File: config.mk
export PLATFORM = sky130hd
export DESIGN_NAME = indexed_list_with_sort
export DESIGN_NICKNAME = d
export VERILOG_FILES = /design/src/design/ilws_pkg.sv /design/src/design/ilws_cmp.sv /design/src/design/indexed_list_with_sort.sv
export SDC_FILE = /design/constraint.sdc
export NUM_CORES = 2
export LEC_CHECK = 0
export BUFFER_PORTS_ARGS = -buffer_cell sky130_fd_sc_hd__buf_2
export CAP_MARGIN = 20
export CORE_ASPECT_RATIO = 1.25
export CORE_MARGIN = 2
export CORE_UTILIZATION = 45
export DETAILED_ROUTE_END_ITERATION = 10
export SLEW_MARGIN = 20
export SYNTH_ARGS = -nofsm -noshare
export SYNTH_HDL_FRONTEND = slang
export SYNTH_SLANG_ARGS = --single-unit
File: constraint.sdc
create_clock -name clk_i -period 6.8 [get_ports clk_i]
set_clock_uncertainty 0.1 [all_clocks]
set_input_delay 1.36 -clock clk_i [delete_from_list [all_inputs] [get_ports clk_i]]
set_output_delay 1.36 -clock clk_i [all_outputs]
set_load 0.02 [all_outputs]
File: src/design/ilws_pkg.sv
// Shared types and constants for the indexed list with sort.
package ilws_pkg;

  localparam int unsigned ACT_W       = 3;
  localparam int unsigned IDX_W       = 6;
  localparam int unsigned VAL_W       = 32;
  localparam int unsigned ST_W        = 2;
  localparam int unsigned CNT_OUT_W   = 7;
  localparam int unsigned IN_TDATA_W  = 48;
  localparam int unsigned OUT_TDATA_W = 48;

  typedef enum logic [ACT_W-1:0] {
    ACT_APPEND = 3'd0,
    ACT_READ   = 3'd1,
    ACT_WRITE  = 3'd2,
    ACT_REMOVE = 3'd3,
    ACT_SORT   = 3'd4
  } action_e;

  typedef enum logic [ST_W-1:0] {
    ST_OK    = 2'd0,
    ST_RANGE = 2'd1,
    ST_FULL  = 2'd2
  } status_e;

  typedef enum logic [8:0] {
    S_IDLE    = 9'b000000001,
    S_RDWAIT  = 9'b000000010,
    S_SH_RD   = 9'b000000100,
    S_SH_WR   = 9'b000001000,
    S_SO_LDV  = 9'b000010000,
    S_SO_GETV = 9'b000100000,
    S_SO_RDP  = 9'b001000000,
    S_SO_CMP  = 9'b010000000,
    S_DONE    = 9'b100000000
  } state_e;

endpackage

File: src/design/ilws_cmp.sv
// Shared element comparator: signed or unsigned greater-than.
module ilws_cmp
  import ilws_pkg::*;
#(
  parameter int unsigned ELEM_BITS = 32
) (
  input  logic [ELEM_BITS-1:0] a_i,
  input  logic [ELEM_BITS-1:0] b_i,
  input  logic                 signed_i,
  output logic                 after_o
);

  logic [ELEM_BITS-1:0] flip;
  logic [ELEM_BITS-1:0] a_k;
  logic [ELEM_BITS-1:0] b_k;

  always_comb begin
    flip = '0;
    flip[ELEM_BITS-1] = signed_i;
  end

  assign a_k     = a_i ^ flip;
  assign b_k     = b_i ^ flip;
  assign after_o = (a_k > b_k);

endmodule

File: src/design/indexed_list_with_sort.sv
// Top level of the indexed list with sort.
//
// Packed list of up to CAPACITY elements in a single-port-write, registered-read
// RAM, with a live count. One transaction on s_axis carries one command; the
// command sits in s_axis_tuser (append, read, write, remove, sort range) and its
// operands in s_axis_tdata. Each command returns one transaction on m_axis with
// status, read data and the count after the command.
// One command is in flight at a time; s_axis_tready is high only while idle.
// Append, write, rejected commands and empty sort ranges go straight to the
// result; read waits on the registered read; remove shifts later elements down.
// Sort is an insertion sort on one comparator and the one RAM port; each element
// is loaded, then larger predecessors move up one place until its slot is found.
// cfg_we_i/cfg_wdata_i set the sort compare mode (0 unsigned, 1 signed); write it
// only while idle. Reset clears the count, the mode and the output valid flag;
// element contents are not cleared and there is no clearing pass.
// When m_axis_tready is low the finished result holds in the output register;
// a following command is still accepted and held at its end until the result
// is taken.
module indexed_list_with_sort
  import ilws_pkg::*;
#(
  parameter int unsigned CAPACITY  = 64,
  parameter int unsigned ELEM_BITS = 32
) (
  input  logic                   clk_i,
  input  logic                   rst_ni,
  input  logic                   cfg_we_i,
  input  logic                   cfg_wdata_i,
  input  logic                   s_axis_tvalid,
  output logic                   s_axis_tready,
  // [5:0] index, [11:6] range_end, [43:12] value, [47:44] zero
  input  logic [IN_TDATA_W-1:0]  s_axis_tdata,
  // [2:0] action
  input  logic [ACT_W-1:0]       s_axis_tuser,
  output logic                   m_axis_tvalid,
  input  logic                   m_axis_tready,
  // [1:0] status, [33:2] read_value, [40:34] count, [47:41] zero
  output logic [OUT_TDATA_W-1:0] m_axis_tdata
);

  localparam int unsigned AW = $clog2(CAPACITY);
  localparam int unsigned CW = $clog2(CAPACITY + 1);
  localparam int unsigned XW = (CW > IDX_W) ? CW : IDX_W;
  localparam int unsigned WW = (ELEM_BITS > VAL_W) ? ELEM_BITS : VAL_W;

  logic [ELEM_BITS-1:0] mem [CAPACITY];
  logic [ELEM_BITS-1:0] rd_q;

  state_e               state_q, state_d;
  logic [CW-1:0]        cnt_q, cnt_d;
  logic [CW-1:0]        i_q, i_d;
  logic [AW-1:0]        j_q, j_d;
  logic [AW-1:0]        lo_q, lo_d;
  logic [AW-1:0]        hi_q, hi_d;
  logic [ELEM_BITS-1:0] v_q, v_d;
  status_e              status_q, status_d;
  logic [VAL_W-1:0]     rdval_q, rdval_d;
  logic                 cmp_signed_q;
  logic                 m_valid_q, m_valid_d;
  logic [OUT_TDATA_W-1:0] m_data_q, m_data_d;

  logic                 mem_we;
  logic [AW-1:0]        mem_waddr;
  logic [ELEM_BITS-1:0] mem_wdata;
  logic [AW-1:0]        mem_raddr;

  logic                 accept;
  logic [XW-1:0]        idx_x;
  logic [XW-1:0]        end_x;
  logic [XW-1:0]        cnt_x;
  logic [WW-1:0]        val_ext;
  logic [ELEM_BITS-1:0] val_in;
  logic [WW-1:0]        rd_ext;
  logic [CW-1:0]        i_inc;
  logic                 after;

  assign s_axis_tready = (state_q == S_IDLE);
  assign accept        = s_axis_tvalid && s_axis_tready;
  assign idx_x         = XW'(s_axis_tdata[IDX_W-1:0]);
  assign end_x         = XW'(s_axis_tdata[2*IDX_W-1:IDX_W]);
  assign cnt_x         = XW'(cnt_q);
  assign val_ext       = WW'(s_axis_tdata[2*IDX_W+VAL_W-1:2*IDX_W]);
  assign val_in        = val_ext[ELEM_BITS-1:0];
  assign rd_ext        = WW'(rd_q);
  assign i_inc         = i_q + CW'(1);

  ilws_cmp #(
    .ELEM_BITS(ELEM_BITS)
  ) u_cmp (
    .a_i      (rd_q),
    .b_i      (v_q),
    .signed_i (cmp_signed_q),
    .after_o  (after)
  );

  always_ff @(posedge clk_i) begin
    if (mem_we) begin
      mem[mem_waddr] <= mem_wdata;
    end
    rd_q <= mem[mem_raddr];
  end

  always_comb begin
    state_d   = state_q;
    cnt_d     = cnt_q;
    i_d       = i_q;
    j_d       = j_q;
    lo_d      = lo_q;
    hi_d      = hi_q;
    v_d       = v_q;
    status_d  = status_q;
    rdval_d   = rdval_q;
    m_valid_d = m_valid_q;
    m_data_d  = m_data_q;
    mem_we    = 1'b0;
    mem_waddr = j_q;
    mem_wdata = v_q;
    mem_raddr = j_q;

    if (m_valid_q && m_axis_tready) begin
      m_valid_d = 1'b0;
    end

    case (state_q)
      S_IDLE: begin
        if (accept) begin
          status_d = ST_OK;
          rdval_d  = '0;
          state_d  = S_DONE;
          case (s_axis_tuser)
            ACT_APPEND: begin
              if (cnt_q >= CW'(CAPACITY)) begin
                status_d = ST_FULL;
              end else begin
                mem_we    = 1'b1;
                mem_waddr = cnt_q[AW-1:0];
                mem_wdata = val_in;
                cnt_d     = cnt_q + CW'(1);
              end
            end
            ACT_READ: begin
              if (idx_x >= cnt_x) begin
                status_d = ST_RANGE;
              end else begin
                mem_raddr = idx_x[AW-1:0];
                state_d   = S_RDWAIT;
              end
            end
            ACT_WRITE: begin
              if (idx_x >= cnt_x) begin
                status_d = ST_RANGE;
              end else begin
                mem_we    = 1'b1;
                mem_waddr = idx_x[AW-1:0];
                mem_wdata = val_in;
              end
            end
            ACT_REMOVE: begin
              if (idx_x >= cnt_x) begin
                status_d = ST_RANGE;
              end else begin
                i_d     = idx_x[CW-1:0];
                state_d = S_SH_RD;
              end
            end
            ACT_SORT: begin
              if (end_x > idx_x) begin
                if (end_x >= cnt_x) begin
                  status_d = ST_RANGE;
                end else begin
                  lo_d    = idx_x[AW-1:0];
                  hi_d    = end_x[AW-1:0];
                  i_d     = idx_x[CW-1:0] + CW'(1);
                  state_d = S_SO_LDV;
                end
              end
            end
            default: begin
              status_d = ST_OK;
            end
          endcase
        end
      end
      S_RDWAIT: begin
        rdval_d = rd_ext[VAL_W-1:0];
        state_d = S_DONE;
      end
      S_SH_RD: begin
        if (i_inc < cnt_q) begin
          mem_raddr = i_inc[AW-1:0];
          state_d   = S_SH_WR;
        end else begin
          cnt_d   = cnt_q - CW'(1);
          state_d = S_DONE;
        end
      end
      S_SH_WR: begin
        mem_we    = 1'b1;
        mem_waddr = i_q[AW-1:0];
        mem_wdata = rd_q;
        i_d       = i_inc;
        state_d   = S_SH_RD;
      end
      S_SO_LDV: begin
        if (i_q > CW'(hi_q)) begin
          state_d = S_DONE;
        end else begin
          mem_raddr = i_q[AW-1:0];
          j_d       = i_q[AW-1:0];
          state_d   = S_SO_GETV;
        end
      end
      S_SO_GETV: begin
        v_d     = rd_q;
        state_d = S_SO_RDP;
      end
      S_SO_RDP: begin
        if (j_q > lo_q) begin
          mem_raddr = j_q - AW'(1);
          state_d   = S_SO_CMP;
        end else begin
          mem_we    = 1'b1;
          mem_waddr = j_q;
          mem_wdata = v_q;
          i_d       = i_inc;
          state_d   = S_SO_LDV;
        end
      end
      S_SO_CMP: begin
        mem_we    = 1'b1;
        mem_waddr = j_q;
        if (after) begin
          mem_wdata = rd_q;
          j_d       = j_q - AW'(1);
          state_d   = S_SO_RDP;
        end else begin
          mem_wdata = v_q;
          i_d       = i_inc;
          state_d   = S_SO_LDV;
        end
      end
      S_DONE: begin
        if (!m_valid_q || m_axis_tready) begin
          m_valid_d = 1'b1;
          m_data_d  = OUT_TDATA_W'({CNT_OUT_W'(cnt_q), rdval_q, status_q});
          state_d   = S_IDLE;
        end
      end
      default: begin
        state_d = S_IDLE;
      end
    endcase
  end

  always_ff @(posedge clk_i or negedge rst_ni) begin
    if (!rst_ni) begin
      state_q      <= S_IDLE;
      cnt_q        <= '0;
      m_valid_q    <= 1'b0;
      cmp_signed_q <= 1'b0;
    end else begin
      state_q   <= state_d;
      cnt_q     <= cnt_d;
      m_valid_q <= m_valid_d;
      if (cfg_we_i) begin
        cmp_signed_q <= cfg_wdata_i;
      end
    end
  end

  always_ff @(posedge clk_i) begin
    i_q      <= i_d;
    j_q      <= j_d;
    lo_q     <= lo_d;
    hi_q     <= hi_d;
    v_q      <= v_d;
    status_q <= status_d;
    rdval_q  <= rdval_d;
    m_data_q <= m_data_d;
  end

  assign m_axis_tvalid = m_valid_q;
  assign m_axis_tdata  = m_data_q;

endmodule

# After elaboration in Yosys (flattened, before gate mapping)
# Memories as Yosys holds them, arrays and structs flattened. A register that Yosys moved wholly into a read port is not among the register bits.
# Index checks and enable logic that the tools add are counted.
[totals] ram_bits=2048 mem_count=1 regBits=150 inputBits=57
[mem_list] name="mem" depth=64 word_bits=32 rd=1 rd_clocked_by_memory_dff=1 wr=1 line="indexed_list_with_sort.sv:46" text="logic [ELEM_BITS-1:0] mem [CAPACITY];"
[classes] n_bitwise=3 order_cmp=8 n_reduce_logical=19 n_eq_ne=25 muxes=62 n_addsub=5
[op_table] cell="$mux 32" count=5
[op_table] cell="$pmux 32 s2" count=2
[op_table] cell="$pmux 32 s3" count=1
[op_table] cell="$pmux 9 s9" count=1
[op_table] cell="$mux 7" count=11
[op_table] cell="$mux 9" count=8
[op_table] cell="$xor 32x32->32" count=2
[op_table] cell="$mux 6" count=9
[op_table] cell="$pmux 6 s2" count=3
[op_table] cell="$gt 32x32->1" count=1
[op_table] cell="$pmux 7 s2" count=2
[op_table] cell="$pmux 7 s4" count=1
[op_table] cell="$pmux 9 s3" count=1
[op_table] cell="$pmux 6 s4" count=1
[op_table] cell="$add 7x1->7 const B" count=2
[op_table] cell="$ge 6x7->1" count=2
[op_table] cell="$gt 6x6->1" count=2
[op_table] cell="$mux 1" count=12
[op_table] cell="$ne 2x2->1 const B" count=6
[op_table] cell="$reduce_and 2->1" count=5
[op_table] cell="$reduce_and 5->1" count=2
[op_table] cell="$eq 9x1->1 const B" count=1
[op_table] cell="$eq 9x2->1 const B" count=1
[op_table] cell="$eq 9x3->1 const B" count=1
[op_table] cell="33 further kinds" count=40

# Depth between registers and ports, before layout
[logic_depth] depth_word=7 ltp_mapped=23

# Hierarchy
# From an unflattened synthesis, not the netlist that was laid out.
[hier_totals] hier_cells=6402 area_unflattened_um2=90041.4
[modules_own_cells] module="indexed_list_with_sort" seq_area_each_um2=66555.1 area_per_inst_um2=89221.8 instances=1 cells_each=6289
[modules_own_cells] module="ilws_cmp" seq_area_each_um2=0.0 area_per_inst_um2=819.5 instances=1 cells_each=113

# Worst setup path before layout
# Ideal clock, no wire load.
[synth_path] path_kind="input to register" start="in s_axis_tdata[0]" end="mem mem[55][0], enable pin" path_buffers=0 required_time_ns=6.239 arrival_time_ns=5.813 cell_stages=12 slack_ns=0.426 cell_sequence="inv_1 ha_1 nand2b_1 a31oi_1 o21ai_1 mux2i_1 nor2_1 a21oi_1 nor2_1 a221oi_1 nand3_1 nor3_1"
[synth_between] elab_chain_cells=7 word_cells_on_any_way=11 classes_between="order compare (1); mux (10)"
[synth_lines] item="start: declaration" line="indexed_list_with_sort.sv:32" text="input logic [IN_TDATA_W-1:0] s_axis_tdata,"
[synth_lines] item="$ge 6x7->1" line="indexed_list_with_sort.sv:150" text="if (idx_x >= cnt_x) begin"
[synth_lines] item="$mux 1" line="indexed_list_with_sort.sv:150"
[synth_lines] item="$pmux 1 s2" line="indexed_list_with_sort.sv:130" text="case (s_axis_tuser)"
[synth_lines] item="$mux 1" line="indexed_list_with_sort.sv:126" text="if (accept) begin"
[synth_lines] item="$pmux 1 s3" line="indexed_list_with_sort.sv:124" text="case (state_q)"
[synth_lines] item="$mux 1" line="indexed_list_with_sort.sv:97" text="if (mem_we) begin"
[synth_lines] item="$mux 1 (implied by the code)" line="indexed_list_with_sort.sv:98" text="mem[mem_waddr] <= mem_wdata;"
[synth_lines] item="end: declaration" line="indexed_list_with_sort.sv:46"
# Several ways; a longest one is shown, not always the timed one.

# Worst setup path after layout
[layout_path] start="reg i_q[4]" end="reg rd_q[30], in the netlist rd_ext[30], read port of mem"
[layout_between] elab_chain_cells=4 word_cells_on_any_way=6 classes_between="add/sub (1); order compare (2); mux (3)"
[layout_lines] item="start: declaration" line="indexed_list_with_sort.sv:51" text="logic [CW-1:0] i_q, i_d;"
[layout_lines] item="start signal: assignment" line="indexed_list_with_sort.sv:272" text="i_q <= i_d;"
[layout_lines] item="$add 7x1->7" line="indexed_list_with_sort.sv:85" text="assign i_inc = i_q + CW'(1);"
[layout_lines] item="$lt 7x7->1" line="indexed_list_with_sort.sv:189" text="if (i_inc < cnt_q) begin"
[layout_lines] item="$mux 6" line="indexed_list_with_sort.sv:189"
[layout_lines] item="$pmux 6 s4 *" line="indexed_list_with_sort.sv:124"
[layout_lines] item="end: declaration" line="indexed_list_with_sort.sv:47" text="logic [ELEM_BITS-1:0] rd_q;"
# Every way passes the cells marked *; elsewhere a longest branch is shown, timed or not.
# A chain may end at the register's enable or synchronous reset.

==> results.md <==
* CTS-repair resized insts at 0
* GR Overflow Total at 0
* Gpl congestion at 0.916
* RSZ-0062 raised after global routing: no
* Syn Inst Count at 6682
* Worst rel slew slack at 0.273
* CP arrival at about 6.9 ns
* Max Fanout on Critical Path at 22
* Pwr dens at 413 nW/um2
* R2R Setup Slk at 0.59 ns
* Crit-path max cell delay at 0.74 ns
* Sequential area share after synthesis at 0.729
* Worst vdd ir at between 0.0003 and 0.0004 V
* HPWL after DPL at 167000 um
* Dpl cells at 9430
* Via count at 58199
* Worst hold stages at 0
* Initial antenna violation count at 15
* Slowest cell on the critical path: o2111a_1
* H-tree levels at 4
* Cell Area, Synth at 91200 um2
* Post-route ant nets at 0
* Final Non-Filler Cells at 9825
* Fmax achieved at around 160 MHz
* Core Area at about 200000 um2
* Drt via density at 5.92
* Most common library cell in the layout ignoring fill and taps: edfxtp_1
* Leakage power at 35.8 nW
* Clock latency on the worst-skew pair at 0.87 ns
* Die area at 206000 um2
* Top Family by Delay on Critical Path: compound AO/OA/AOI/OAI gates
* Worst Tran Pin Value at 1.09 ns
* # DRC at 2
* Worst Hold End: m_axis_tdata[1]
* Synth warn at 0
* CP Capture Type: flip-flop
* Failing checks: design-rule violations
* Hold Crit Class: reg -> reg
* Max-slew violation count at 0
* # IOs at between 100 and 150
* Status: finished, violations left
* CTS clock-pin slew for the worst setup and hold paths at 0.06 ns
* Clk root buf: clkbuf_16
* Type of the worst setup path: reg -> reg
* Fin Setup TNS at 0 ns
* Max-cap viol count at 0
* Worst r2r path cells at 15
* # nets final at 7074
* Required time worst endpoint at 7.46 ns
* Area Overhead vs Synth at 13.9%
* Die span in x at 407 um
* Async SR Flop Fraction at 0.00807
* Commonest non-fill, non-tap cells in the layout: edfxtp_1, nand2_1, nand3_1
* Syn_area_per_cell at 13.7 um2
* DP Worst Slack at 0.501 ns
* Wire per inst at 28.1 um
* Tot GR Track Use at 0.265
* Yosys cell types at 104
* Global-route wire length before repair at 393000 um
* DR pass1 iterations at 9
* Final hold viol count at 0
* Post-synth top flop: edfxtp_1
* Period utilization at 0.913
* CTS Hold Bufs at 0
* Reg2Reg Launch Point: i_q[4]
* TritonCTS clock tree: built
* Postcts setup bufs at 0
* Vias in the first global route at 55213
* Crit-path cells: ha_1 > a21o_1 > a211oi_1 > o21a_1 > o22ai_2 > o31ai_1 > o2111a_1 > nor2_2 > buf_12 > nand2_1 > nor3_1 > a211oi_2 > o21ai_0 > buf_4 > a32oi_1
* Share of cells above drive strength 1 at 0.136
* Utilization after layout at 0.516
* Dpl cell area at 97300 um2
* Pin count of the biggest net entering global routing at 120
* Initial drt markers at 6595
* Post-layout minimum cycle time at 6.21 ns
* Initial core utilization at 0.453
* Clock sinks at 2230
* Worst hold margin at 0.317 ns
* Post-route cell area at 104000 um2
* Startpoint types: flip-flop
* Routed WL at between 200000 and 300000 um
* Worst setup margin at between 0.5 and 0.6 ns
* CTS Buffer Depth at 3
* Total CTS buffers at around 200
* Yosys reg bits at roughly 2200
* Hold Crit Start: status_q[1]
* Die H at slightly above 500 um
* Fillers at 16764
* Reg2reg end: rd_ext[30]
* Final-report setup violation count at 0
* Buf/Inv on CP at 2
* FP Rows at roughly 180
* Number of synthesized flops with an enable pin at 2180
* Post-layout total power at between 40 and 50 mW
* # port buffers at 95
==> layout make-up <==
class | instances | area (um2) | area share
Antenna cell | 9 | 22.5 | 0.000217
Clock buffer | 263 | 5440 | 0.0524
Clock inverter | 121 | 1050 | 0.0101
Inverter | 78 | 297 | 0.00285
Multi-Input combinational cell | 3950 | 22600 | 0.218
Sequential cell | 2230 | 66600 | 0.641
Tap cell | 2697 | 3370 | 0.0325
Timing Repair Buffer | 477 | 4520 | 0.0435
==> synth_stat cells, types with 16 or more instances <==
library cell / number / area share
edfxtp_1: 2180 / 0.72
nand2_1: 1693 / 0.070
nand3_1: 464 / 0.025
and3_1: 219 / 0.015
a21oi_1: 201 / 0.011
a31oi_1: 178 / 0.012
buf_2: 177 / 0.0097
nor2_1: 175 / 0.0072
a311oi_1: 169 / 0.016
clkbuf_1: 137 / 0.0056
mux2i_1: 81 / 0.0089
a211oi_1: 79 / 0.0065
ha_1: 75 / 0.010
inv_1: 75 / 0.0031
buf_4: 69 / 0.0057
nor3_1: 56 / 0.0031
o21ai_0: 54 / 0.0030
o22ai_1: 51 / 0.0035
mux4_2: 44 / 0.011
and2_1: 37 / 0.0025
a221o_1: 36 / 0.0039
buf_6: 34 / 0.0042
dfxtp_1: 32 / 0.0070
o221ai_1: 22 / 0.0021
a22oi_1: 21 / 0.0017
a221oi_1: 19 / 0.0018
dfrtp_1: 17 / 0.0047
o2111ai_1: 17 / 0.0016
a32oi_1: 16 / 0.0015
==> how the worst max path moves through the flow <==
| stage | endpoint | depth (start not counted) | start | slack, ns |
|---|---|---|---|---|
| floorplan | mem[55][0] | 12 | s_axis_tdata[0] | 0.43 |
| detailed placement | rd_ext[30] | 16 | s_axis_tdata[0] | 0.50 |
| global placement | mem[58][7] | 14 | s_axis_tdata[0] | 0.48 |
| CTS | rd_ext[30] | 15 | i_q[4] | 0.76 |
| finish | rd_ext[30] | 15 | i_q[4] | 0.59 |
| global route | rd_ext[5] | 16 | i_q[4] | 0.38 |
==> per-layer routing <==
layer	track usage	vias up	routed length (um)
met5	0	-	33
met4	0.144	4	16500
met3	0.0441	526	22600
met2	0.431	2623	132000
met1	0.340	29363	105000
li1	-	25683	-
==> registers in the layout, summed over array words and instances (netlist names) <==
register / count
mem: 2048
lo_q: 6
state_q: 9
j_q: 6
m_axis_tdata: 41
rd_ext: 32
rdval_q: 32
cmp_signed_q: 1
i_q: 7
cnt_q: 7
v_q: 32
hi_q: 6
m_axis_tvalid: 1
status_q: 2
==> power by group <==
part	total (mW)	internal, mW	switching [mW]
combinational	14.2	3.91	10.3
clock	11.2	6.07	5.09
sequential	17.6	17.2	0.319
total	42.9	27.2	15.7
==> cell families (layout without fill, tap and decap cells) <==
group,Yosys count,count (layout),synth area share
xor gates and xnor gates,19,19,0.00182
adders and majority gates,76,76,0.0105
AOI/OAI and AO/OA,975,975,0.0765
other,1,16,0.0000411
buffers and inverters,508,939,0.0300
muxes,134,134,0.0209
and+or+nand+nor,2739,2739,0.131
DFF,2230,2230,0.729
Note: power is estimated with default switching activity, not from simulation.
